==> src/lldr_pkg.sv <==
package lldr_pkg;

    localparam int LABEL_W  = 16;
    localparam int CNT_W    = 4;
    localparam int MODE_W   = 2;
    localparam int KIND_W   = 2;
    localparam int DATA_W   = 3 * LABEL_W;
    localparam int ENTRY_W  = 1 + CNT_W + LABEL_W;
    localparam int RUN_LIMIT = 64;
    localparam int SPAN_W   = $clog2(RUN_LIMIT + 1);

    localparam logic [LABEL_W-1:0] LABEL_RESET = 16'd1;
    localparam logic [CNT_W-1:0]   MAX_RTX_RESET = 4'd3;

    localparam logic [MODE_W-1:0] MODE_SEND   = 2'd0;
    localparam logic [MODE_W-1:0] MODE_RECV   = 2'd1;
    localparam logic [MODE_W-1:0] MODE_NOTIFY = 2'd2;
    localparam logic [MODE_W-1:0] MODE_RESET  = 2'd3;

    localparam logic [KIND_W-1:0] KIND_LABEL = 2'd0;
    localparam logic [KIND_W-1:0] KIND_LOSS  = 2'd1;
    localparam logic [KIND_W-1:0] KIND_RETX  = 2'd2;

    typedef struct packed {
        logic capture;
        logic clr_start;
        logic clr_step;
        logic send;
        logic recv;
        logic mod_start;
        logic mod_step;
        logic rd;
        logic eval;
        logic flush;
    } t_cmd;

    typedef struct packed {
        logic clr_last;
        logic skip;
        logic mod_done;
        logic hit;
        logic out_free;
        logic pend_valid;
        logic run_last;
        logic recv_emit;
    } t_status;

endpackage

==> src/lldr_ram.sv <==
module lldr_ram #(
    parameter int WIDTH = 8,
    parameter int DEPTH = 64
) (
    input  logic                     i_clk,
    input  logic                     i_we,
    input  logic [$clog2(DEPTH)-1:0] i_waddr,
    input  logic [WIDTH-1:0]         i_wdata,
    input  logic                     i_re,
    input  logic [$clog2(DEPTH)-1:0] i_raddr,
    output logic [WIDTH-1:0]         o_rdata
);

    logic [WIDTH-1:0] r_mem [DEPTH];
    logic [WIDTH-1:0] r_rdata;

    always_ff @(posedge i_clk) begin
        if (i_we) begin
            r_mem[i_waddr] <= i_wdata;
        end
        if (i_re) begin
            r_rdata <= r_mem[i_raddr];
        end
    end

    assign o_rdata = r_rdata;

endmodule

==> src/lldr_ctrl.sv <==
module lldr_ctrl (
    input  logic                         i_clk,
    input  logic                         i_rst_n,
    input  logic                         i_s_tvalid,
    input  logic [lldr_pkg::MODE_W-1:0]  i_mode,
    output logic                         o_s_tready,
    input  lldr_pkg::t_status            i_status,
    output lldr_pkg::t_cmd               o_cmd
);
    import lldr_pkg::*;

    localparam logic [3:0] S_IDLE  = 4'd0;
    localparam logic [3:0] S_CLEAR = 4'd1;
    localparam logic [3:0] S_SEND  = 4'd2;
    localparam logic [3:0] S_RECV  = 4'd3;
    localparam logic [3:0] S_CHECK = 4'd4;
    localparam logic [3:0] S_MOD   = 4'd5;
    localparam logic [3:0] S_READ  = 4'd6;
    localparam logic [3:0] S_EVAL  = 4'd7;
    localparam logic [3:0] S_FLUSH = 4'd8;

    logic [3:0] r_state;
    logic [3:0] n_state;
    logic       w_accept;

    assign o_s_tready = (r_state == S_IDLE);
    assign w_accept   = i_s_tvalid && o_s_tready;

    always_comb begin
        n_state = r_state;
        o_cmd   = '0;
        case (r_state)
            S_IDLE: begin
                if (w_accept) begin
                    o_cmd.capture = 1'b1;
                    case (i_mode)
                        MODE_SEND:   n_state = S_SEND;
                        MODE_RECV:   n_state = S_RECV;
                        MODE_NOTIFY: n_state = S_CHECK;
                        MODE_RESET: begin
                            o_cmd.clr_start = 1'b1;
                            n_state = S_CLEAR;
                        end
                        default:     n_state = S_IDLE;
                    endcase
                end
            end
            S_CLEAR: begin
                o_cmd.clr_step = 1'b1;
                if (i_status.clr_last) begin
                    n_state = S_IDLE;
                end
            end
            S_SEND: begin
                if (i_status.out_free) begin
                    o_cmd.send = 1'b1;
                    n_state = S_IDLE;
                end
            end
            S_RECV: begin
                if (!i_status.recv_emit || i_status.out_free) begin
                    o_cmd.recv = 1'b1;
                    n_state = S_IDLE;
                end
            end
            S_CHECK: begin
                if (i_status.skip) begin
                    n_state = S_IDLE;
                end else begin
                    o_cmd.mod_start = 1'b1;
                    n_state = S_MOD;
                end
            end
            S_MOD: begin
                o_cmd.mod_step = 1'b1;
                if (i_status.mod_done) begin
                    n_state = S_READ;
                end
            end
            S_READ: begin
                o_cmd.rd = 1'b1;
                n_state = S_EVAL;
            end
            S_EVAL: begin
                // A hit with a held result pushes that result out, so it waits for room.
                if (!(i_status.hit && i_status.pend_valid && !i_status.out_free)) begin
                    o_cmd.eval = 1'b1;
                    n_state = i_status.run_last ? S_FLUSH : S_READ;
                end
            end
            S_FLUSH: begin
                if (!i_status.pend_valid) begin
                    n_state = S_IDLE;
                end else if (i_status.out_free) begin
                    o_cmd.flush = 1'b1;
                    n_state = S_IDLE;
                end
            end
            default: n_state = S_IDLE;
        endcase
    end

    always_ff @(posedge i_clk) begin
        if (!i_rst_n) begin
            r_state <= S_CLEAR;
        end else begin
            r_state <= n_state;
        end
    end

endmodule

==> src/lldr_dp.sv <==
module lldr_dp #(
    parameter int RING_DEPTH = 64
) (
    input  logic                         i_clk,
    input  logic                         i_rst_n,
    input  lldr_pkg::t_cmd               i_cmd,
    output lldr_pkg::t_status            o_status,
    input  logic [lldr_pkg::DATA_W-1:0]  i_s_tdata,
    input  logic                         i_cfg_valid,
    input  logic [lldr_pkg::CNT_W-1:0]   i_cfg_data,
    output logic                         o_m_tvalid,
    input  logic                         i_m_tready,
    output logic [lldr_pkg::DATA_W-1:0]  o_m_tdata,
    output logic [lldr_pkg::KIND_W-1:0]  o_m_tuser,
    output logic                         o_m_tlast
);
    import lldr_pkg::*;

    localparam int SLOT_W = $clog2(RING_DEPTH);
    localparam int SPAN_LIMIT = (RING_DEPTH < RUN_LIMIT) ? RING_DEPTH : RUN_LIMIT;
    localparam logic [SLOT_W-1:0] LAST_SLOT = SLOT_W'(RING_DEPTH - 1);
    localparam logic [SLOT_W:0]   DEPTH_EXT = (SLOT_W + 1)'(RING_DEPTH);
    localparam logic [LABEL_W-1:0] DEPTH_LABEL = LABEL_W'(RING_DEPTH);
    // Scaled reciprocal of the ring depth; the quotient it gives is exact or one short.
    localparam logic [31:0] MOD_RECIP = 32'((64'd1 << 32) / 64'(RING_DEPTH));

    // Captured request fields.
    logic [LABEL_W-1:0] r_handle;
    logic [LABEL_W-1:0] r_label;
    logic [LABEL_W-1:0] r_rlabel;

    logic [LABEL_W-1:0] r_next_tx;
    logic [SLOT_W-1:0]  r_tx_slot;
    logic [LABEL_W-1:0] r_exp;
    logic [CNT_W-1:0]   r_max_rtx;
    logic [SLOT_W-1:0]  r_clr_addr;

    // Label-to-slot remainder by reciprocal multiplication, then a correction step; the
    // remainder then walks the ring as the read slot.
    logic [LABEL_W-1:0]     r_mod_q;
    logic                   r_mod_cnt;
    logic [SLOT_W:0]        r_mod_est;
    logic [SLOT_W-1:0]      r_rd_slot;
    logic [SPAN_W-1:0]      r_span;

    // Held result and output register.
    logic                r_pend_valid;
    logic [KIND_W-1:0]   r_pend_kind;
    logic [DATA_W-1:0]   r_pend_data;
    logic                r_out_valid;
    logic [KIND_W-1:0]   r_out_kind;
    logic [DATA_W-1:0]   r_out_data;
    logic                r_out_last;

    logic                w_out_free;
    logic [LABEL_W+31:0] w_mod_prod;
    logic [LABEL_W-1:0]  w_mod_qd;
    logic [LABEL_W-1:0]  w_mod_diff;
    logic                w_mod_ge;
    logic [SLOT_W-1:0]   w_mod_rem;
    logic signed [LABEL_W+1:0] w_diff;
    logic                w_skip;
    logic [LABEL_W-1:0]  w_span_raw;
    logic [SPAN_W-1:0]   w_span;
    logic                w_recv_emit;
    logic [ENTRY_W-1:0]  w_rdata;
    logic                w_rd_valid;
    logic [CNT_W-1:0]    w_rd_cnt;
    logic [LABEL_W-1:0]  w_rd_handle;
    logic                w_hit;
    logic                w_we;
    logic [SLOT_W-1:0]   w_waddr;
    logic [ENTRY_W-1:0]  w_wdata;
    logic                w_tx_adv;
    logic [SLOT_W-1:0]   w_tx_slot_inc;

    assign w_out_free = !r_out_valid || i_m_tready;

    assign w_diff = $signed({2'b00, r_next_tx}) - $signed({2'b00, r_label});
    assign w_skip = (w_diff > $signed((LABEL_W + 2)'(RING_DEPTH))) || (r_rlabel <= r_label);

    assign w_span_raw = r_rlabel - r_label;
    assign w_span = (w_span_raw > LABEL_W'(SPAN_LIMIT)) ? SPAN_W'(SPAN_LIMIT)
                                                         : w_span_raw[SPAN_W-1:0];

    // The estimated quotient never exceeds the true one, so the product fits the label
    // width and the first remainder is below twice the depth.
    assign w_mod_prod = {32'b0, r_label} * {{LABEL_W{1'b0}}, MOD_RECIP};
    assign w_mod_qd   = r_mod_q * DEPTH_LABEL;
    assign w_mod_diff = r_label - w_mod_qd;
    assign w_mod_ge   = (r_mod_est >= DEPTH_EXT);
    assign w_mod_rem  = w_mod_ge ? SLOT_W'(r_mod_est - DEPTH_EXT) : r_mod_est[SLOT_W-1:0];

    assign w_recv_emit = (r_label != r_exp) && ((r_label != LABEL_RESET) || (r_exp == '0));

    assign w_rd_valid  = w_rdata[ENTRY_W-1];
    assign w_rd_cnt    = w_rdata[ENTRY_W-2 -: CNT_W];
    assign w_rd_handle = w_rdata[LABEL_W-1:0];
    assign w_hit       = w_rd_valid && (w_rd_cnt < r_max_rtx);

    assign w_tx_adv = i_cmd.send || (i_cmd.eval && w_hit);
    assign w_tx_slot_inc = (r_next_tx == {LABEL_W{1'b1}}) ? '0 :
                           (r_tx_slot == LAST_SLOT) ? '0 : r_tx_slot + 1'b1;

    always_comb begin
        w_we    = 1'b0;
        w_waddr = r_tx_slot;
        w_wdata = '0;
        if (i_cmd.clr_step) begin
            w_we    = 1'b1;
            w_waddr = r_clr_addr;
        end else if (i_cmd.send) begin
            w_we    = 1'b1;
            w_wdata = {1'b1, {CNT_W{1'b0}}, r_handle};
        end else if (i_cmd.eval && w_hit) begin
            w_we    = 1'b1;
            w_wdata = {1'b1, w_rd_cnt + 1'b1, w_rd_handle};
        end
    end

    lldr_ram #(
        .WIDTH (ENTRY_W),
        .DEPTH (RING_DEPTH)
    ) u_ring (
        .i_clk   (i_clk),
        .i_we    (w_we),
        .i_waddr (w_waddr),
        .i_wdata (w_wdata),
        .i_re    (i_cmd.rd),
        .i_raddr (r_rd_slot),
        .o_rdata (w_rdata)
    );

    // Control state.
    always_ff @(posedge i_clk) begin
        if (!i_rst_n) begin
            r_next_tx    <= LABEL_RESET;
            r_tx_slot    <= SLOT_W'(1);
            r_exp        <= LABEL_RESET;
            r_max_rtx    <= MAX_RTX_RESET;
            r_clr_addr   <= '0;
            r_pend_valid <= 1'b0;
            r_out_valid  <= 1'b0;
        end else begin
            if (i_cfg_valid) begin
                r_max_rtx <= i_cfg_data;
            end
            if (i_cmd.clr_start) begin
                r_next_tx  <= LABEL_RESET;
                r_tx_slot  <= SLOT_W'(1);
                r_exp      <= LABEL_RESET;
                r_clr_addr <= '0;
            end else if (w_tx_adv) begin
                r_next_tx <= r_next_tx + 1'b1;
                r_tx_slot <= w_tx_slot_inc;
            end
            if (i_cmd.clr_step) begin
                r_clr_addr <= r_clr_addr + 1'b1;
            end
            if (i_cmd.recv) begin
                r_exp <= r_label + 1'b1;
            end
            if (i_cmd.eval && w_hit) begin
                r_pend_valid <= 1'b1;
            end else if (i_cmd.flush) begin
                r_pend_valid <= 1'b0;
            end
            if (i_cmd.send || (i_cmd.recv && w_recv_emit) || i_cmd.flush ||
                (i_cmd.eval && w_hit && r_pend_valid)) begin
                r_out_valid <= 1'b1;
            end else if (i_m_tready) begin
                r_out_valid <= 1'b0;
            end
        end
    end

    // Payload registers.
    always_ff @(posedge i_clk) begin
        if (i_cmd.capture) begin
            r_handle <= i_s_tdata[LABEL_W-1:0];
            r_label  <= i_s_tdata[2*LABEL_W-1:LABEL_W];
            r_rlabel <= i_s_tdata[3*LABEL_W-1:2*LABEL_W];
        end
        if (i_cmd.mod_start) begin
            r_mod_q   <= w_mod_prod[LABEL_W+31:32];
            r_mod_cnt <= 1'b0;
            r_span    <= w_span;
        end else if (i_cmd.mod_step) begin
            r_mod_cnt <= 1'b1;
            if (!r_mod_cnt) begin
                r_mod_est <= w_mod_diff[SLOT_W:0];
            end else begin
                r_rd_slot <= w_mod_rem;
            end
        end else if (i_cmd.eval) begin
            r_rd_slot <= (r_rd_slot == LAST_SLOT) ? '0 : r_rd_slot + 1'b1;
            r_span    <= r_span - 1'b1;
        end
        if (i_cmd.eval && w_hit) begin
            r_pend_kind <= KIND_RETX;
            r_pend_data <= {{LABEL_W{1'b0}}, r_next_tx, w_rd_handle};
        end
        if (i_cmd.send) begin
            r_out_kind <= KIND_LABEL;
            r_out_data <= {{LABEL_W{1'b0}}, r_next_tx, r_handle};
            r_out_last <= 1'b1;
        end else if (i_cmd.recv && w_recv_emit) begin
            r_out_kind <= KIND_LOSS;
            r_out_data <= {r_label, r_exp, r_handle};
            r_out_last <= 1'b1;
        end else if (i_cmd.flush) begin
            r_out_kind <= r_pend_kind;
            r_out_data <= r_pend_data;
            r_out_last <= 1'b1;
        end else if (i_cmd.eval && w_hit && r_pend_valid) begin
            r_out_kind <= r_pend_kind;
            r_out_data <= r_pend_data;
            r_out_last <= 1'b0;
        end
    end

    always_comb begin
        o_status            = '0;
        o_status.clr_last   = (r_clr_addr == LAST_SLOT);
        o_status.skip       = w_skip;
        o_status.mod_done   = r_mod_cnt;
        o_status.hit        = w_hit;
        o_status.out_free   = w_out_free;
        o_status.pend_valid = r_pend_valid;
        o_status.run_last   = (r_span == SPAN_W'(1));
        o_status.recv_emit  = w_recv_emit;
    end

    assign o_m_tvalid = r_out_valid;
    assign o_m_tdata  = r_out_data;
    assign o_m_tuser  = r_out_kind;
    assign o_m_tlast  = r_out_last;

endmodule

==> src/link_loss_detect_retransmit_top.sv <==
// A send request is accepted, then, once the output has room, advances the label registers,
// writes the ring slot and loads the output register. A receive request updates the expected
// label and on a loss waits for room and loads the output register. A notification that is
// not stale or empty finds the label-to-slot remainder by reciprocal multiply, then reads
// each slot in its range, evaluates and rewrites it, and releases the last resend. Only one
// request is in work at a time. Reset and the reset mode clear the ring one slot a cycle.
module link_loss_detect_retransmit_top #(
    parameter int RING_DEPTH = 64
) (
    input  logic                         i_clk,
    input  logic                         i_rst_n,
    // Request stream.
    input  logic                         i_s_tvalid,
    output logic                         o_s_tready,
    // packet_handle [15:0], packet_label [31:16], last_received_label [47:32]
    input  logic [lldr_pkg::DATA_W-1:0]  i_s_tdata,
    // mode [1:0]
    input  logic [lldr_pkg::MODE_W-1:0]  i_s_tuser,
    // Result stream.
    output logic                         o_m_tvalid,
    input  logic                         i_m_tready,
    // out_handle [15:0], out_label [31:16], out_received_label [47:32]
    output logic [lldr_pkg::DATA_W-1:0]  o_m_tdata,
    // result_kind [1:0]
    output logic [lldr_pkg::KIND_W-1:0]  o_m_tuser,
    // last_of_run
    output logic                         o_m_tlast,
    // Configuration: max_retransmissions.
    input  logic                         i_cfg_valid,
    output logic                         o_cfg_ready,
    input  logic [lldr_pkg::CNT_W-1:0]   i_cfg_data
);
    import lldr_pkg::*;

    t_cmd    w_cmd;
    t_status w_status;

    // The register may be written at any time the block is idle, so the
    // configuration channel is always ready.
    assign o_cfg_ready = 1'b1;

    // The controller sequences each request: it dispatches on the mode, walks
    // the notification range one slot at a time and waits on output backpressure.
    lldr_ctrl u_ctrl (
        .i_clk      (i_clk),
        .i_rst_n    (i_rst_n),
        .i_s_tvalid (i_s_tvalid),
        .i_mode     (i_s_tuser),
        .o_s_tready (o_s_tready),
        .i_status   (w_status),
        .o_cmd      (w_cmd)
    );

    // The datapath holds the labels, the ring memory, the remainder unit, and a
    // held result so that the final result of a run can be marked as last.
    lldr_dp #(
        .RING_DEPTH (RING_DEPTH)
    ) u_dp (
        .i_clk       (i_clk),
        .i_rst_n     (i_rst_n),
        .i_cmd       (w_cmd),
        .o_status    (w_status),
        .i_s_tdata   (i_s_tdata),
        .i_cfg_valid (i_cfg_valid),
        .i_cfg_data  (i_cfg_data),
        .o_m_tvalid  (o_m_tvalid),
        .i_m_tready  (i_m_tready),
        .o_m_tdata   (o_m_tdata),
        .o_m_tuser   (o_m_tuser),
        .o_m_tlast   (o_m_tlast)
    );

endmodule

==> config.mk <==
export PLATFORM = sky130hd
export DESIGN_NAME = link_loss_detect_retransmit_top
export DESIGN_NICKNAME = d
export VERILOG_FILES = /design/src/lldr_pkg.sv /design/src/lldr_ram.sv /design/src/lldr_ctrl.sv /design/src/lldr_dp.sv /design/src/link_loss_detect_retransmit_top.sv
export SDC_FILE = /design/constraint.sdc
export NUM_CORES = 2
export LEC_CHECK = 0
export BUFFER_PORTS_ARGS = -buffer_cell sky130_fd_sc_hd__buf_2
export CAP_MARGIN = 20
export CORE_UTILIZATION = 60
export DETAILED_ROUTE_END_ITERATION = 16
export PLACE_DENSITY = 0.86
export SLEW_MARGIN = 20
export SYNTH_ARGS = -nofsm -noshare
export SYNTH_HDL_FRONTEND = slang
export SYNTH_SLANG_ARGS = --single-unit
==> constraint.sdc <==
create_clock -name i_clk -period 6.4 [get_ports i_clk]
set_input_delay 0 -clock i_clk [delete_from_list [all_inputs] [get_ports i_clk]]
set_output_delay 0 -clock i_clk [all_outputs]
set_load 0.05 [all_outputs]
==> flow_metrics.py <==
metrics = {
    "die": {
        "fp.dieW_um": 325,
        "num_io_pins": 113,
        "die_area_um2": 105000,
        "start_util_pct": 60.5,
        "fp.coreArea_um2": 103000,
        "die_height_um": 325,
        "fp-row-count": 118,
    },
    "clock_network": {
        "htreeDepth": 4,
        "cts_num_sinks": 1570,
        "cts-resized-gates": 0,
        "clk_pin_slew_ns": 0.06,
        "cts_tree": "built",
        "cts_made_buffers": 149,
        "cts_root_buffer": "clkbuf_16",
        "hold_buffers": 114,
        "cts.path.max_buffers": 3,
        "post_cts_buffers": 0,
        "clk_latency_ns": 0.78,
    },
    "synthesis": {
        "synth-compound-area-share_pct": 2.55,
        "seq_area_frac_synth_pct": 74.2,
        "muxShareOfSynthArea_pct": 16.8,
        "ys_types": 78,
        "synth.ff_latch_count": 1570,
        "synthTopCellsByCount": "edfxtp_1, mux4_2, nor2_1",
        "synth_nets": 3144,
        "synth_area_leaders": "edfxtp_1, mux4_2, dfxtp_1",
        "synth_top_area_share_pct": 71.9,
        "synth_edf_count": 1496,
        "synth_area_leader_cell": "edfxtp_1",
        "synth_top_family_by_area": "multiplexers",
        "synth_fa_ha_area_share_pct": 0.945,
        "synth_area_per_cell_um2": 20.6,
        "syn-cell-area_um2": 62500,
        "synth_xor_area_share_pct": 0.911,
        "synthCells": 3039,
        "yosys_warnings": 0,
        "async_reset_ff_share_pct": 0,
        "ys.flop_type": "edfxtp_1",
        "synth-simple-area-share_pct": 3.31,
        "yosysMostFrequentCell": "edfxtp_1",
    },
    "sta": {
        "max_freq_ghz": 0.216,
        "relSlewSlack_pct": 20.3,
        "hold_slack_ns": 0.162,
        "maxSlewViolCount": 0,
        "hold_violations": 0,
        "tightest_slew_ns": 1.18,
        "period_share_pct": 72.4,
        "skew_ns": 0.0447,
        "tns_ns": 0,
        "fin_crit_ns": 4.63,
        "timing.final.ws_setup_ns": 1.77,
        "finalSetupViolCount": 0,
        "rsz0062_at_grt": "false",
    },
    "worst_setup_path": {
        "r2r_slack_ns": 1.77,
        "worst-path-stages": 7,
        "worstSetupPathType": "reg -> reg",
        "r2r_start": "u_ctrl.r_state[0]$_SDFFE_PN1P_",
        "critPathSlowestCell": "o31ai_1",
        "cp-startpoint": "u_ctrl.r_state[0]$_SDFFE_PN1P_",
        "start_kind": "flop",
        "endpoint_kind": "flop",
        "crit_path_cell_trace": "inv_2 > nor2_1 > nand3_1 > o31ai_1 > nand2_1 > nor2_2 > buf_4",
        "reg2reg_depth": 7,
        "path_max_fanout": 17,
        "required_ns": 6.88,
        "worstPathArrival_ns": 5.11,
        "cpPeakStageDelay_ns": 1.06,
        "critPathBufInv": 2,
        "endpoint": "u_dp.u_ring.r_mem[2][11]$_DFFE_PP_",
        "crit_family": "simple AND/OR/NAND/NOR gates",
        "timing.rr.end": "u_dp.u_ring.r_mem[2][11]$_DFFE_PP_",
    },
    "grt": {
        "grt_usage_pct": 35.4,
        "grt_pass1_wl_um": 262000,
        "grt_start_max_net_pins": 140,
        "grt_overflow": 0,
        "antenna_found_initial": 16,
        "first_global_vias": 35519,
    },
    "drt": {
        "ant_nets": 0,
        "drcViolationCount": 0,
        "dr.pass1.iters": 12,
        "vias": 35573,
        "drt-initial-drc-count": 6402,
        "wl_per_cell_um": 38.0,
        "drt_wl_total_um": 185000,
        "avgViaCountPerCell": 7.33,
    },
    "min_path": {
        "min_path_type": "in -> reg",
        "hold_start": "i_cfg_valid",
    },
    "placed_design": {
        "dp_slack_ns": 1.90,
        "port_buffers": 111,
        "hpwl_um": 96000,
        "place_congestion": 0.923,
        "dp.cells": 4466,
    },
    "layout": {
        "multi_input_area_um2": 15700,
        "layoutNonFillerInstCount": 4853,
        "layout.nets": 3456,
        "layout-drive-gt1-share_pct": 27.9,
        "syn_to_final_growth_pct": 13.8,
        "regArea_um2": 46400,
        "n_fill_cell": 5630,
    },
    "power_and_ir_drop": {
        "vdd_drop_max_mv": 0.288,
        "p_leak_nw": 21.4,
        "powerDensity_nw_per_um2": 284,
    },
    "run_status": {
        "status": "completed",
    },
    "run": {
        "drv_cap": 0,
    },
}
[registers in the layout, indices dropped and copies added (netlist names), 16 cells and up]
name,flops
u_dp.r_label,16
u_dp.r_rlabel,16
u_dp.o_m_tdata,48
u_dp.r_exp,16
u_dp.u_ring.o_rdata,21
u_dp.r_next_tx,16
u_dp.r_pend_data,32
u_dp.r_handle,16
u_dp.u_ring.r_mem,1344
[cell families (layout without fill, tap and decap cells)]
| kind of cell | count (synthesis) | in the layout |
|---|---|---|
| buffers and inverters | 193 | 621 |
| other | 1 | 7 |
| adder cells (fa/ha/maj) | 46 | 46 |
| multiplexers | 494 | 494 |
| AO/OA/AOI/OAI | 233 | 233 |
| XOR/XNOR | 65 | 65 |
| AND/OR/NAND/NOR | 437 | 437 |
| flip-flops | 1570 | 1570 |
[final cells by class]
| type | instances | share of cell area, % |
|---|---|---|
| Clock inverter | 84 | 1.13 |
| Antenna cell | 6 | 0.0211 |
| Clock buffer | 183 | 5.51 |
| Sequential cell | 1570 | 65.2 |
| Inverter | 45 | 0.237 |
| Tap cell | 1380 | 2.43 |
| Multi-Input combinational cell | 1276 | 22.1 |
| Timing Repair Buffer | 309 | 3.39 |
[routing by layer]
metal  global-route usage (%)  up-vias  part of all wire (%)
met5                        0        -                 0.086
met4                     19.4       20                   7.0
met3                     10.7      853                    14
met2                     55.8     3578                    47
met1                     44.5    17899                    32
li1                         -    13223                     -
[tightest hold or removal path, delay by kind of cell]
kind	cells	cell delay [ns]
buf+inv	2	0.74
compound gates	1	0.13
[through the flow]
stage	instance area, um2	power [mW]	util (%)
2_1_floorplan	62500	11.5	-
3_3_place_gp	65100	11.5	63.0
3_5_place_dp	65200	11.6	63.0
4_1_cts	71000	20.2	68.7
5_1_grt	71100	20.6	68.8
6_report	71200	20.2	68.8
[power breakdown]
| part | leakage, nW | switching [mW] | internal, mW |
|---|---|---|---|
| Clock | 2.29 | 4.01 | 4.80 |
| Combinational | 5.78 | 0.144 | 0.102 |
| Sequential | 13.3 | 0.0270 | 11.1 |
| Total | 21.4 | 4.18 | 16.0 |
[worst min-delay path by stage]
| stage | end | slack, ns | cells past startpoint |
|---|---|---|---|
| 4_1_cts | u_dp.r_max_rtx[1]$_SDFFE_PN1P_ | 0.1 | 3 |
| 2_1_floorplan | u_dp.r_handle[0]$_DFFE_PP_ | 0.1 | 0 |
| 3_3_place_gp | u_dp.r_rlabel[4]$_DFFE_PP_ | 0.18 | 1 |
| 5_1_grt | u_dp.r_max_rtx[1]$_SDFFE_PN1P_ | 0.18 | 3 |
| 3_5_place_dp | u_dp.r_handle[8]$_DFFE_PP_ | 0.18 | 1 |
| 6_report | u_dp.r_max_rtx[1]$_SDFFE_PN1P_ | 0.16 | 3 |
[cells in the final DEF, fill, tap and decap left out, types with 14 or more instances in the layout]
| master | Yosys | layout |
|---|---|---|
| a21oi_1 | 58 | 57 |
| a22o_2 | 0 | 15 |
| buf_2 | 39 | 111 |
| buf_4 | 1 | 77 |
| clkbuf_1 | 101 | 29 |
| clkbuf_16 | 0 | 150 |
| clkinv_1 | 1 | 34 |
| clkinv_2 | 0 | 20 |
| dfxtp_1 | 74 | 74 |
| dlygate4sd3_1 | 0 | 114 |
| edfxtp_1 | 1496 | 1496 |
| ha_1 | 44 | 44 |
| inv_1 | 41 | 41 |
| mux2_2 | 21 | 21 |
| mux2i_1 | 31 | 31 |
| mux4_2 | 441 | 441 |
| nand2_1 | 122 | 122 |
| nand2b_1 | 17 | 17 |
| nand3_1 | 51 | 51 |
| nand4_1 | 19 | 19 |
| nor2_1 | 125 | 60 |
| nor2_2 | 0 | 35 |
| nor2_4 | 0 | 30 |
| nor3_1 | 23 | 22 |
| nor4_1 | 15 | 14 |
| o211ai_1 | 17 | 17 |
| o21ai_0 | 51 | 50 |
| xnor2_1 | 53 | 53 |
(Power assumes the default switching activity.)
